==> src/hdl/itoa_pkg.sv <==
// shared types, constants and helpers for the integer to ascii formatter
package itoa_pkg;

	localparam int VALUE_BITS_DEF = 32;

	localparam logic [7:0] CHAR_ZERO    = 8'h30;
	localparam logic [7:0] CHAR_LOWER_A = 8'h61;
	localparam logic [7:0] CHAR_MINUS   = 8'h2d;

	localparam logic MODE_DEC = 1'b0;
	localparam logic MODE_HEX = 1'b1;

	typedef enum logic [2:0] {
		ST_IDLE,
		ST_CONVERT,
		ST_SIGN,
		ST_SKIP,
		ST_EMIT
	} state_t;

	typedef struct packed {
		logic load;
		logic step;
		logic skip;
		logic emit_sign;
		logic emit_digit;
	} cmd_t;

	typedef struct packed {
		logic hex;
		logic neg;
		logic conv_last;
		logic top_zero;
		logic cnt_last;
		logic slot_free;
	} status_t;

	function automatic int dec_digits(input int bits);
		return (bits * 30103) / 100000 + 1;
	endfunction

	function automatic int hex_digits(input int bits);
		return (bits + 3) / 4;
	endfunction

	function automatic int num_digits(input int bits);
		return (dec_digits(bits) > hex_digits(bits)) ? dec_digits(bits) : hex_digits(bits);
	endfunction

	function automatic logic [7:0] digit_char(input logic [3:0] d);
		logic [7:0] c;
		if (d < 4'd10) begin
			c = CHAR_ZERO + {4'b0000, d};
		end else begin
			c = CHAR_LOWER_A + {4'b0000, d} - 8'd10;
		end
		return c;
	endfunction

endpackage

==> src/hdl/integer_to_ascii_formatter_top.sv <==
// top level of the integer to ascii formatter
// input channel: in_valid / in_stall with value and mode (0 signed decimal,
//   1 unsigned lowercase hex); one word is the number to print
// output channel: out_valid / out_stall with char_code and last; one word
//   per character, most significant first, last set on the final one
// a leading minus comes first for negative decimal input, zero prints as 0
// decimal: the accept state, VALUE_BITS shift-add-3 steps build the bcd
//   digits, then the sign state (the minus goes out here), then each of
//   the bcd digit slots is either skipped or sent, with a pass from the
//   skip state to the emit state in between
// hex: the accept state, a convert state and the sign state, then the
//   same digit slot walk
// the first character is registered and appears in the cycle after it is
//   formed; a new word is taken only once the previous number has handed
//   over its last character to the output register
// a stalled receiver holds the output register and the sequencer waits
// reset clears the sequencer and the output valid flag
module integer_to_ascii_formatter_top #(
	parameter int VALUE_BITS = itoa_pkg::VALUE_BITS_DEF
) (
	input  logic                  clk,
	input  logic                  arst_n,
	input  logic                  in_valid,
	output logic                  in_stall,
	input  logic [VALUE_BITS-1:0] value,
	input  logic                  mode,
	output logic                  out_valid,
	input  logic                  out_stall,
	output logic [7:0]            char_code,
	output logic                  last
);
	import itoa_pkg::*;

	cmd_t    cmd;
	status_t st;

	itoa_ctrl u_ctrl (
		.clk      (clk),
		.arst_n   (arst_n),
		.in_valid (in_valid),
		.in_stall (in_stall),
		.st       (st),
		.cmd      (cmd)
	);

	itoa_dp #(
		.VALUE_BITS (VALUE_BITS)
	) u_dp (
		.clk       (clk),
		.arst_n    (arst_n),
		.value     (value),
		.mode      (mode),
		.cmd       (cmd),
		.st        (st),
		.out_stall (out_stall),
		.out_valid (out_valid),
		.char_code (char_code),
		.last      (last)
	);

endmodule

==> src/hdl/itoa_ctrl.sv <==
// controller state machine: sequences load, conversion, sign and digit output
module itoa_ctrl (
	input  logic             clk,
	input  logic             arst_n,
	input  logic             in_valid,
	output logic             in_stall,
	input  itoa_pkg::status_t st,
	output itoa_pkg::cmd_t    cmd
);
	import itoa_pkg::*;

	state_t state_q, state_d;

	always_ff @(posedge clk or negedge arst_n) begin
		if (!arst_n) begin
			state_q <= ST_IDLE;
		end else begin
			state_q <= state_d;
		end
	end

	always_comb begin
		state_d  = state_q;
		cmd      = '0;
		in_stall = 1'b1;
		case (state_q)
			ST_IDLE: begin
				in_stall = 1'b0;
				if (in_valid) begin
					cmd.load = 1'b1;
					state_d  = ST_CONVERT;
				end
			end
			ST_CONVERT: begin
				if (st.hex) begin
					state_d = ST_SIGN;
				end else begin
					cmd.step = 1'b1;
					if (st.conv_last) begin
						state_d = ST_SIGN;
					end
				end
			end
			ST_SIGN: begin
				if (!st.neg) begin
					state_d = ST_SKIP;
				end else if (st.slot_free) begin
					cmd.emit_sign = 1'b1;
					state_d       = ST_SKIP;
				end
			end
			ST_SKIP: begin
				if (st.top_zero && !st.cnt_last) begin
					cmd.skip = 1'b1;
				end else begin
					state_d = ST_EMIT;
				end
			end
			ST_EMIT: begin
				if (st.slot_free) begin
					cmd.emit_digit = 1'b1;
					if (st.cnt_last) begin
						state_d = ST_IDLE;
					end
				end
			end
			default: begin
				state_d = ST_IDLE;
			end
		endcase
	end

endmodule

==> src/hdl/itoa_dp.sv <==
// datapath: magnitude, shift-add-3 binary to bcd, digit register and output word register
module itoa_dp #(
	parameter int VALUE_BITS = itoa_pkg::VALUE_BITS_DEF
) (
	input  logic                  clk,
	input  logic                  arst_n,
	input  logic [VALUE_BITS-1:0] value,
	input  logic                  mode,
	input  itoa_pkg::cmd_t        cmd,
	output itoa_pkg::status_t     st,
	input  logic                  out_stall,
	output logic                  out_valid,
	output logic [7:0]            char_code,
	output logic                  last
);
	import itoa_pkg::*;

	localparam int NDIG = num_digits(VALUE_BITS);
	localparam int DW   = NDIG * 4;
	localparam int CW   = $clog2(NDIG + 1);
	localparam int BW   = $clog2(VALUE_BITS + 1);

	logic [VALUE_BITS-1:0] bin_q;
	logic [DW-1:0]         dig_q;
	logic [DW-1:0]         dig_adj;
	logic [CW-1:0]         cnt_q;
	logic [BW-1:0]         bitcnt_q;
	logic                  neg_q;
	logic                  hex_q;
	logic [7:0]            char_code_q;
	logic                  last_q;
	logic                  out_valid_q;
	logic [VALUE_BITS-1:0] mag;
	logic                  neg_in;
	logic                  slot_free;

	assign neg_in    = (mode == MODE_DEC) && value[VALUE_BITS-1];
	assign mag       = neg_in ? (~value + VALUE_BITS'(1)) : value;
	assign slot_free = !out_valid_q || !out_stall;

	always_comb begin
		for (int i = 0; i < NDIG; i++) begin
			dig_adj[i*4 +: 4] = (dig_q[i*4 +: 4] >= 4'd5) ? (dig_q[i*4 +: 4] + 4'd3)
			                                              : dig_q[i*4 +: 4];
		end
	end

	always_ff @(posedge clk) begin
		if (cmd.load) begin
			neg_q    <= neg_in;
			hex_q    <= (mode == MODE_HEX);
			bin_q    <= mag;
			bitcnt_q <= BW'(VALUE_BITS);
			cnt_q    <= CW'(NDIG);
			dig_q    <= (mode == MODE_HEX) ? DW'(value) : '0;
		end else if (cmd.step) begin
			dig_q    <= {dig_adj[DW-2:0], bin_q[VALUE_BITS-1]};
			bin_q    <= bin_q << 1;
			bitcnt_q <= bitcnt_q - BW'(1);
		end else if (cmd.skip || cmd.emit_digit) begin
			dig_q <= dig_q << 4;
			cnt_q <= cnt_q - CW'(1);
		end
	end

	always_ff @(posedge clk) begin
		if (cmd.emit_sign) begin
			char_code_q <= CHAR_MINUS;
			last_q      <= 1'b0;
		end else if (cmd.emit_digit) begin
			char_code_q <= digit_char(dig_q[DW-1 -: 4]);
			last_q      <= (cnt_q == CW'(1));
		end
	end

	always_ff @(posedge clk or negedge arst_n) begin
		if (!arst_n) begin
			out_valid_q <= 1'b0;
		end else if (cmd.emit_sign || cmd.emit_digit) begin
			out_valid_q <= 1'b1;
		end else if (!out_stall) begin
			out_valid_q <= 1'b0;
		end
	end

	always_comb begin
		st.hex       = hex_q;
		st.neg       = neg_q;
		st.conv_last = (bitcnt_q == BW'(1));
		st.top_zero  = (dig_q[DW-1 -: 4] == 4'd0);
		st.cnt_last  = (cnt_q == CW'(1));
		st.slot_free = slot_free;
	end

	assign out_valid = out_valid_q;
	assign char_code = char_code_q;
	assign last      = last_q;

endmodule

==> config.mk <==
export PLATFORM = sky130hd
export DESIGN_NAME = integer_to_ascii_formatter_top
export DESIGN_NICKNAME = d
export VERILOG_FILES = /design/src/hdl/itoa_pkg.sv /design/src/hdl/integer_to_ascii_formatter_top.sv /design/src/hdl/itoa_ctrl.sv /design/src/hdl/itoa_dp.sv
export SDC_FILE = /design/constraint.sdc
export NUM_CORES = 1
export LEC_CHECK = 0
export ABC_AREA = 0
export ABC_CLOCK_PERIOD_IN_PS = 5800
export BUFFER_PORTS_ARGS = -buffer_cell sky130_fd_sc_hd__buf_2
export CORE_MARGIN = 2
export CORE_UTILIZATION = 31
export DETAILED_ROUTE_END_ITERATION = 8
export PLACE_DENSITY = 0.51
export SLEW_MARGIN = 40
export SYNTH_ARGS = -nofsm -noshare
export SYNTH_HDL_FRONTEND = slang
export SYNTH_SLANG_ARGS = --single-unit
==> constraint.sdc <==
create_clock -name clk -period 5.8 [get_ports clk]
set_input_delay 0.87 -clock clk [delete_from_list [all_inputs] [get_ports clk]]
set_output_delay 0.87 -clock clk [all_outputs]
set_load 0.01 [all_outputs]
# --- Yosys cells after proc, flatten, opt, wreduce, memory -nomap -nowiden ---
# Index checks and enable logic that the tools add are counted.
word_totals:
  input_bits: 37
  reg_bits: 97
  out_inout_bits: 11
  elab_cells: 107
classes:
  n_lt_le_gt_ge: 11
  n_reduce_logical: 14
  n_bitwise: 3
  n_eq_ne: 13
  muxes: 40
  addsub: 16
ops:
  columns: ["operator", "n"]
  rows:
  - ["two-way mux 32 bit", 4]
  - ["two-way mux 40 bit", 3]
  - ["greater-or-equal comparator 4 x 3 -> 1 bit, second input constant", 10]
  - ["adder 4 x 2 -> 4 bit, second input constant", 9]
  - ["two-way mux 4 bit", 9]
  - ["adder 32 x 1 -> 32 bit, second input constant", 1]
  - ["inverter 32 bit", 1]
  - ["two-way mux 3 bit", 9]
  - ["case mux 3 bit (5 select lines)", 1]
  - ["two-way mux 1 bit", 13]
  - ["adder 7 x 4 -> 8 bit, first input constant", 1]
  - ["two-way mux 8 bit", 1]
  - ["subtractor 8 x 4 -> 8 bit, second input constant", 1]
  - ["adder 6 x 4 -> 7 bit, first input constant", 1]
  - ["== test 3 x 2 -> 1 bit, second input constant", 2]
  - ["== test 6 x 1 -> 1 bit, second input constant", 1]
  - ["inequality test 2 x 1 -> 1 bit, second input constant", 3]
  - ["AND reduction 6 bit", 1]
  - ["subtractor 6 x 1 -> 6 bit, second input constant", 1]
  - ["== test 4 x 1 -> 1 bit, second input constant", 1]
  - ["zero test 4 bit", 1]
  - ["less-than comparator 4 bit, second input constant", 1]
  - ["inequality test 2 bit, second input constant", 2]
  - ["subtractor 4 x 1 -> 4 bit, second input constant", 1]
  - ["other kinds (13)", 19]

# --- Logic depth before layout (Yosys ltp) ---
# Gate-level depths: netlist of the first run.
depth:
  word_depth: 9
  mapped_depth: 8

# --- Cells and area by module ---
# Synthesis of the first run repeated with hierarchy kept, for this count alone.
unflattened:
  cells_unflattened: 644
  hier_area_um2: 6104.6
modules_own_cells:
  columns: ["mod", "cells_each", "area_each_um2", "n_inst"]
  rows:
  - ["itoa_dp", 616, 5834.3, 1]
  - ["itoa_ctrl", 28, 270.3, 1]

# --- Worst setup path after synthesis of the first run ---
# No wires, ideal clock.
synth_timing:
  path_kind: "input to register"
  startpoint: "input port in_valid"
  endpoint: "register u_dp.dig_q[0], enable pin"
  path_buffers: 1
  path_stages: 7
  path_slack_ns: 2.513
  arrival_time_ns: 2.908
  cell_sequence: "nor2b_1 > nand2_1 > inv_1 > nor2_1 > clkbuf_1 > inv_1 > or2_2"
synth_between:
  elab_chain_len: 3
synth_rtl:
  columns: ["element", "line", "source"]
  rows:
  - ["start, declared", "integer_to_ascii_formatter_top.sv:23", "input logic in_valid,"]
  - ["two-way mux 1 bit", "itoa_ctrl.sv:29", "if (in_valid) begin"]
  - ["two-way mux 1 bit", "itoa_ctrl.sv:26", "case (state_q)"]
  - ["nonzero test 3 bit (no line)", null, null]
  - ["end signal, assigned", "itoa_dp.sv:55", "dig_q <= (mode == MODE_HEX) ? DW'(value) : '0;"]
  - ["end signal, assigned", "itoa_dp.sv:57", "dig_q <= {dig_adj[DW-2:0], bin_q[VALUE_BITS-1]};"]
  - ["end signal, assigned", "itoa_dp.sv:61", "dig_q <= dig_q << 4;"]
  - ["end, declared", "itoa_dp.sv:24", "logic [DW-1:0] dig_q;"]
# No other way between the ends.
# A chain may end at the register's enable or synchronous reset.

# --- Final worst setup path of the first run ---
layout_timing:
  startpoint: "input port in_valid"
  endpoint: "register u_dp.dig_q[18], enable pin"
# The elaborated chain is that of the path after synthesis.

==> results of run 1 <==
logic make-up after synthesis:
group / Yosys count
other: 1
buffers and inverters: 69
adders and majority gates: 26
AOI/OAI and AO/OA: 187
and+or+nand+nor: 196
xor gates and xnor gates: 42
muxes: 6
DFF: 96
metal layers:
layer | vias to the layer above | GRT usage | part of all wire
met3 | 7 | 0.02801 | 0.038
li1 | 2310 | - | -
met5 | - | 0 | 0
met4 | 0 | 0.04474 | 0.0094
met1 | 2207 | 0.1846 | 0.49
met2 | 89 | 0.2284 | 0.47
flip-flops by register name, summed over array words and instances (netlist names):
name,flops
u_dp.bitcnt_q,6
u_dp.neg_q,1
u_dp.char_code,7
u_dp.last,1
u_dp.cnt_q,4
u_ctrl.state_q,3
u_dp.bin_q,32
u_dp.hex_q,1
u_dp.dig_q,40
u_dp.out_valid,1
cell usage after synthesis, drive strengths merged (15+ instances only):
| cell | instances | share of area |
|---|---|---|
| a22oi | 18 | 0.023 |
| dfxtp | 18 | 0.061 |
| a21oi | 44 | 0.038 |
| inv | 36 | 0.023 |
| nand3 | 15 | 0.013 |
| nor2 | 52 | 0.033 |
| ha | 26 | 0.055 |
| clkbuf | 26 | 0.017 |
| nand2 | 60 | 0.038 |
| xor2 | 19 | 0.028 |
| xnor2 | 23 | 0.034 |
| edfxtp | 74 | 0.38 |
| o21ai | 80 | 0.068 |
worst paths after layout:
check / slack, ns / cells after the start / to / from
worst min-delay path: 0.31 / 1 / u_ctrl.state_q[0] / arst_n
min in group clk: 0.45 / 2 / u_dp.char_code[5] / u_dp.char_code[5]
max in group asynchronous: 5.37 / 1 / u_ctrl.state_q[2] / arst_n
worst max register to register: 2.95 / 7 / u_dp.dig_q[18] / u_ctrl.state_q[2]
worst min register to register: 0.45 / 2 / u_dp.char_code[5] / u_dp.char_code[5]
worst max-delay path: 2.87 / 8 / u_dp.dig_q[18] / in_valid
critical path, cell delays in order:
cell,delay (ns)
buf_2,0.10
nor2b_1,0.15
nand2_2,0.09
buf_4,0.54
inv_1,0.43
nor2_2,0.22
inv_1,0.06
or2_4,0.46
power breakdown:
| group | switching, mW | internal [mW] |
|---|---|---|
| clock | 0.269 | 0.406 |
| sequential | 0.276 | 1.24 |
| combinational | 0.843 | 0.577 |
cell type report:
cell class | count | area, um2 | area share
multi-input combinational | 458 | 2928 | 0.4399
sequential | 96 | 2683 | 0.4031
clock buffer | 14 | 339.1 | 0.05095
tap | 234 | 292.8 | 0.04399
timing repair buffer | 51 | 267.8 | 0.04023
inverter | 36 | 135.1 | 0.02030
clock inverter | 2 | 10.01 | 0.001504
cell usage in the layout, fill, tap and decap left out, types with 5 or more instances in the layout:
cell,instances
o21ai_0,80
edfxtp_1,74
nand2_1,59
nor2_1,51
buf_2,46
a21oi_1,44
inv_1,36
ha_1,26
xnor2_1,23
xor2_1,19
a22oi_1,18
dfxtp_1,18
nand3_1,15
clkbuf_16,13
nor3_1,12
a221o_1,10
nor3b_1,9
nand2b_1,8
o31ai_1,7
a211o_1,6
nor2b_1,5
a31oi_1,5
buf_4,5
==> run_results.csv, run 1 <==
group,metric,value,unit
placement,place_inst,875,
timing,clock_skew,0.007441,ns
cells_and_area,stdcell_count,891,
yosys,syn-num-nets,686,
cells_and_area,syn_to_final_growth,13.53,%
critical_path,cp-start-kind,"primary input",
yosys,synthAdderAreaFrac,0.05550,
detailed_routing,vias,4613,
timing,fin_ws,2.866,ns
detailed_routing,wire_per_inst,15.26,um
cells_and_area,nFillCells,1877,
clock_tree,cts_root_buf,"clkbuf_16",
timing,rsz0062_at_grt,"false",
yosys,yosys_register_bits,96,
floorplan,dieArea,0.02003,mm2
timing,finalSetupTns,0,ns
yosys,synth_compound_area_frac,0.1934,
timing,finalSetupViolCount,0,
global_route,grt_pass1_wl,22380,um
flow_run,cap_violations,0,
detailed_routing,first_iter_violations,254,
timing,slew_headroom,0.5461,
min_path,holdCritPathClass,"primary input to asynchronous set/reset pin",
detailed_routing,detail-route-antenna-nets,0,
timing,finalMaxSlewViolations,0,
timing,fmax,340.9,MHz
clock_tree,cts_sinks,96,
outcome,status,"completed",
detailed_routing,drt-total-wl,13600,um
yosys,synth_ff_type,"edfxtp_1",
cells_and_area,fin_util,0.3570,
power_and_ir_drop,power_density,542.1,mW/mm2
cells_and_area,post-route-cell-area,0.006655,mm2
critical_path,cp.arrival,2.97,ns
floorplan,start_util,0.3144,
detailed_routing,first_pass_iters,5,
floorplan,coreArea,0.01864,mm2
yosys,synth_top_family_by_area,"compound AO/OA/AOI/OAI gates",
clock_tree,clkLatencyLatePin,0.35,ns
placement,post_dp_cell_area,0.006304,mm2
yosys,yosys_warnings,0,
placement,dp_hpwl,9161,um
clock_tree,cts_tree,"done",
clock_tree,cts_resized,0,
critical_path,cp-end-kind,"flip-flop",
clock_tree,cts_buffers,9,
yosys,synth_edf_count,74,
timing,worstMarginPinSlew,0.6808,ns
global_route,antenna_found_initial,0,
detailed_routing,route.detailed.drc,0,
critical_path,crit_path_max_fanout,75,
placement,place.port_buffers,46,
clock_tree,hold_buffers,0,
yosys,post_synth.cell_area_avg,9.409,um2
floorplan,die_h,141.5,um
power_and_ir_drop,total_power,3.608,mW
clock_tree,cts_setup_buffers,0,
floorplan,num_io_pins,48,
critical_path,cp.required,5.83,ns
yosys,yosysUniqueCellTypes,58,
critical_path,crit_type,"primary input to flip-flop",
yosys,synth_xor_area_frac,0.06275,
global_route,overflow,0,
clock_tree,htreeDepth,3,
timing,period_share,0.5058,
cells_and_area,num-nets-final,715,
yosys,ys_seq_area_frac,0.4576,
timing,whs,0.3075,ns
detailed_routing,viasPerCell,5.177,
clock_tree,clk_path_buf_depth,2,
global_route,track_usage,0.1391,
yosys,synth-simple-area-share,0.1737,
timing,hold_violations,0,
yosys,syn-cell-area,0.005862,mm2
placement,gp_congestion,0.7794,
power_and_ir_drop,p_leak,2.565,nW
floorplan,rows,50,
yosys,synthMuxAreaShare,0.01067,
floorplan,die_w,141.5,um
timing,layout_min_cycle_time,2.934,ns
global_route,grt_pass1_vias,4408,
power_and_ir_drop,ir_worst_vdd,199.0,uV
cells_and_area,insertedDiodeCount,0,
cells_and_area,drive_gt1_frac,0.1309,
placement,pre_cts_ws,2.480,ns
yosys,synthArstFlopShare,0.04167,
global_route,grt_max_degree,76,
clock_tree,clk_pin_slew,0.07,ns
yosys,syn_inst,623,
Note: power is estimated with default switching activity, not from simulation.
==> run 2: changes to the inputs <==
ABC_AREA = 1   (was 0)
ABC_CLOCK_PERIOD_IN_PS = 2700   (was 5800)
clock period = 2.7 ns   (was 5.8 ns; I/O delays follow)
==> run 2 against run 1 <==
Net effect: wire length up 23%; highest routed layer unchanged; sequential power up 110%; clock skew up 0.0016 ns; clock power up 100%; critical path depth down 2; die area up 5.5%; largest cell class unchanged; register-to-register slack worse by 2.3 ns; clock-buffer cell count down 4.
==> run_results.csv, run 2 <==
group,metric,value,unit
global_route,overflow,0,
global_route,antenna_found_initial,0,
critical_path,cp_top_family,"buffers and inverters",
cells_and_area,regMostFlops,"u_dp.dig_q",
critical_path,cp-start-kind,"flip-flop",
critical_path,cp-end-kind,"flip-flop",
clock_tree,clkLatencyLatePin,0.36,ns
yosys,syn_inst,779,
critical_path,crit_type,"flip-flop to flip-flop",
critical_path,path_buf_inv,2,
clock_tree,clk_pin_slew,0.08,ns
yosys,yosys_register_bits,96,
timing,finalMaxSlewViolations,0,
yosys,yosys_warnings,0,
timing,rsz0062_at_grt,"false",
cells_and_area,post-route-cell-area,0.007081,mm2
floorplan,start_util,0.3172,
placement,post_dp_cell_area,0.006765,mm2
timing,finalSetupTns,0,ns
detailed_routing,wl_met1,8098,um
clock_tree,cts_tree,"done",
detailed_routing,met2_length,7555,um
detailed_routing,top_layer_used,"met4",
detailed_routing,vias,5367,
critical_path,regToRegStartpoint,"u_ctrl.state_q[0]",
critical_path,cp.required,2.79,ns
yosys,syn-cell-area,0.006195,mm2
floorplan,num_io_pins,48,
clock_tree,htreeDepth,3,
min_path,holdPathEnd,"u_dp.hex_q",
placement,gp_congestion,0.8777,
min_path,holdPathStages,1,
detailed_routing,detail-route-antenna-nets,0,
critical_path,r2r-end,"u_dp.dig_q[16]",
global_route,grt_pass1_vias,5028,
timing,worstMarginPinSlew,0.6075,ns
power_and_ir_drop,ir_worst_vdd,394.5,uV
timing,fmax,483.6,MHz
floorplan,coreArea,0.01953,mm2
detailed_routing,met3WireLength,819,um
yosys,synth_area_leaders,"edfxtp_1 36%, nand2_1 11%, inv_1 6.5%",
timing,slew_headroom,0.5944,
clock_tree,cts_sinks,96,
critical_path,crit_path_top_delay_cell,"dfrtp_1",
clock_tree,cts_root_buf,"clkbuf_16",
detailed_routing,drt-total-wl,16670,um
power_and_ir_drop,power_density,1107,mW/mm2
clock_tree,cts_setup_buffers,0,
power_and_ir_drop,p_leak,3.143,nW
clock_tree,cts_buffers,9,
clock_tree,clk_path_buf_depth,2,
detailed_routing,viasPerCell,4.897,
critical_path,ff2ff_setup_slack,0.63,ns
timing,layout_min_cycle_time,2.068,ns
cells_and_area,drive_gt1_frac,0.1215,
global_route,track_usage,0.1595,
yosys,syn-num-nets,842,
floorplan,die_w,145.4,um
outcome,status,"completed",
detailed_routing,first_iter_violations,476,
detailed_routing,wire_per_inst,15.21,um
floorplan,die_h,145.4,um
yosys,yosysTopAreaCellShare,0.3587,
critical_path,crit_path_max_fanout,29,
detailed_routing,first_pass_iters,5,
yosys,synth.top_cells.by_count,"187 x nand2_1, 108 x inv_1, 77 x nand3_1, 74 x edfxtp_1",
clock_tree,cts_resized,0,
cells_and_area,mostFrequentLayoutCell,"nand2_1",
yosys,yosysUniqueCellTypes,40,
cells_and_area,num-nets-final,889,
min_path,worstHoldStart,"mode",
yosys,post_synth.cell_area_avg,7.952,um2
detailed_routing,route.detailed.drc,0,
placement,place.port_buffers,46,
cells_and_area,syn_to_final_growth,14.30,%
critical_path,cpPeakStageDelay,0.50,ns
flow_run,cap_violations,0,
critical_path,path_common_cell,"nor2_4",
cells_and_area,final_cell_mix,"186 x nand2_1, 108 x inv_1, 76 x nand3_1, 74 x edfxtp_1",
critical_path,rr_worst_depth,6,
yosys,synth_edf_count,74,
yosys,yosys.area.top_type,"edfxtp_1",
floorplan,rows,51,
floorplan,dieArea,0.02113,mm2
critical_path,crit_chain,"nor2_4 > nand3_4 > buf_4 > nor2_4 > inv_2 > o221ai_1",
timing,finalSetupViolCount,0,
min_path,holdCritPathClass,"primary input to flip-flop",
cells_and_area,largest_register_ffs,40,
timing,period_share,0.7659,
yosys,ys_seq_area_frac,0.4330,
cells_and_area,insertedDiodeCount,0,
yosys,synthArstFlopShare,0.04167,
critical_path,cp.arrival,2.15,ns
yosys,synth_ff_type,"edfxtp_1",
global_route,grt_max_degree,39,
timing,hold_violations,0,
timing,clock_skew,0.009008,ns
global_route,grt_pass1_wl,26900,um
yosys,yosysMostFrequentCell,"nand2_1",
placement,dp_hpwl,12390,um
run 2: worst max path at each step:
stage,start,to,slack (ns),cells past startpoint
2_1_floorplan,u_ctrl.state_q[0],u_dp.dig_q[0],0.14,5
3_3_place_gp,value[1],u_dp.bin_q[30],0.61,10
3_5_place_dp,u_ctrl.state_q[0],u_dp.dig_q[13],0.62,6
4_1_cts,u_ctrl.state_q[0],u_dp.dig_q[16],0.59,6
5_1_grt,u_ctrl.state_q[0],u_dp.dig_q[17],0.44,6
6_report,u_ctrl.state_q[0],u_dp.dig_q[16],0.63,6
run 2: metal layers:
| metal | vias up | global-route usage |
|---|---|---|
| met5 | - | 0 |
| met4 | 0 | 0.03284 |
| met3 | 17 | 0.03511 |
| met2 | 139 | 0.2514 |
| met1 | 2487 | 0.2261 |
| li1 | 2724 | - |
run 2: cells by family after synthesis:
kind of cell,Yosys count,synth area share
other,1,0.0006054
DFF,96,0.4330
and+or+nand+nor,354,0.2462
adders and majority gates,26,0.05251
AOI/OAI and AO/OA,147,0.1497
buffers and inverters,135,0.08968
xor gates and xnor gates,20,0.02828
run 2: report_power, final:
part / internal (mW) / switching [mW] / total, mW
registers: 2.68 / 0.433 / 3.12
logic: 1.20 / 2.15 / 3.36
clock network: 0.703 / 0.663 / 1.37
total: 4.59 / 3.25 / 7.84
run 2: repair_timing:
item | in CTS | in global routing
endpoints found under the hold margin | 4 | 0
endpoints found under the setup margin | 0 | 0
hold buffers | 1 | 0
run 2: metrics by stage:
| stage | utilization | setup slack, ns | hold slack (ns) | total power [mW] | instances |
|---|---|---|---|---|---|
| finish | 0.3626 | 0.6320 | 0.2708 | 7.839 | 1096 |
| global route | 0.3626 | 0.4442 | 0.2664 | 8.519 | 1096 |
| CTS | 0.3626 | 0.5946 | 0.2668 | 7.904 | 1096 |
| detailed placement | 0.3465 | 0.6213 | 0.2200 | 6.517 | 1079 |
| global placement | 0.3465 | 0.6083 | 0.2238 | 6.507 | 1079 |
| floorplan | - | 0.1431 | 0.1094 | 5.502 | 779 |
run 2: area by class of cell:
class / instances / area (um2)
inverters: 113 / 424.2
fillers: 2066 / 12450
flip-flops and latches: 96 / 2683
clock buffers: 10 / 250.2
repair buffers: 58 / 372.9
clock inverters: 6 / 55.05
multi-input cells: 548 / 2964
well taps: 265 / 331.6
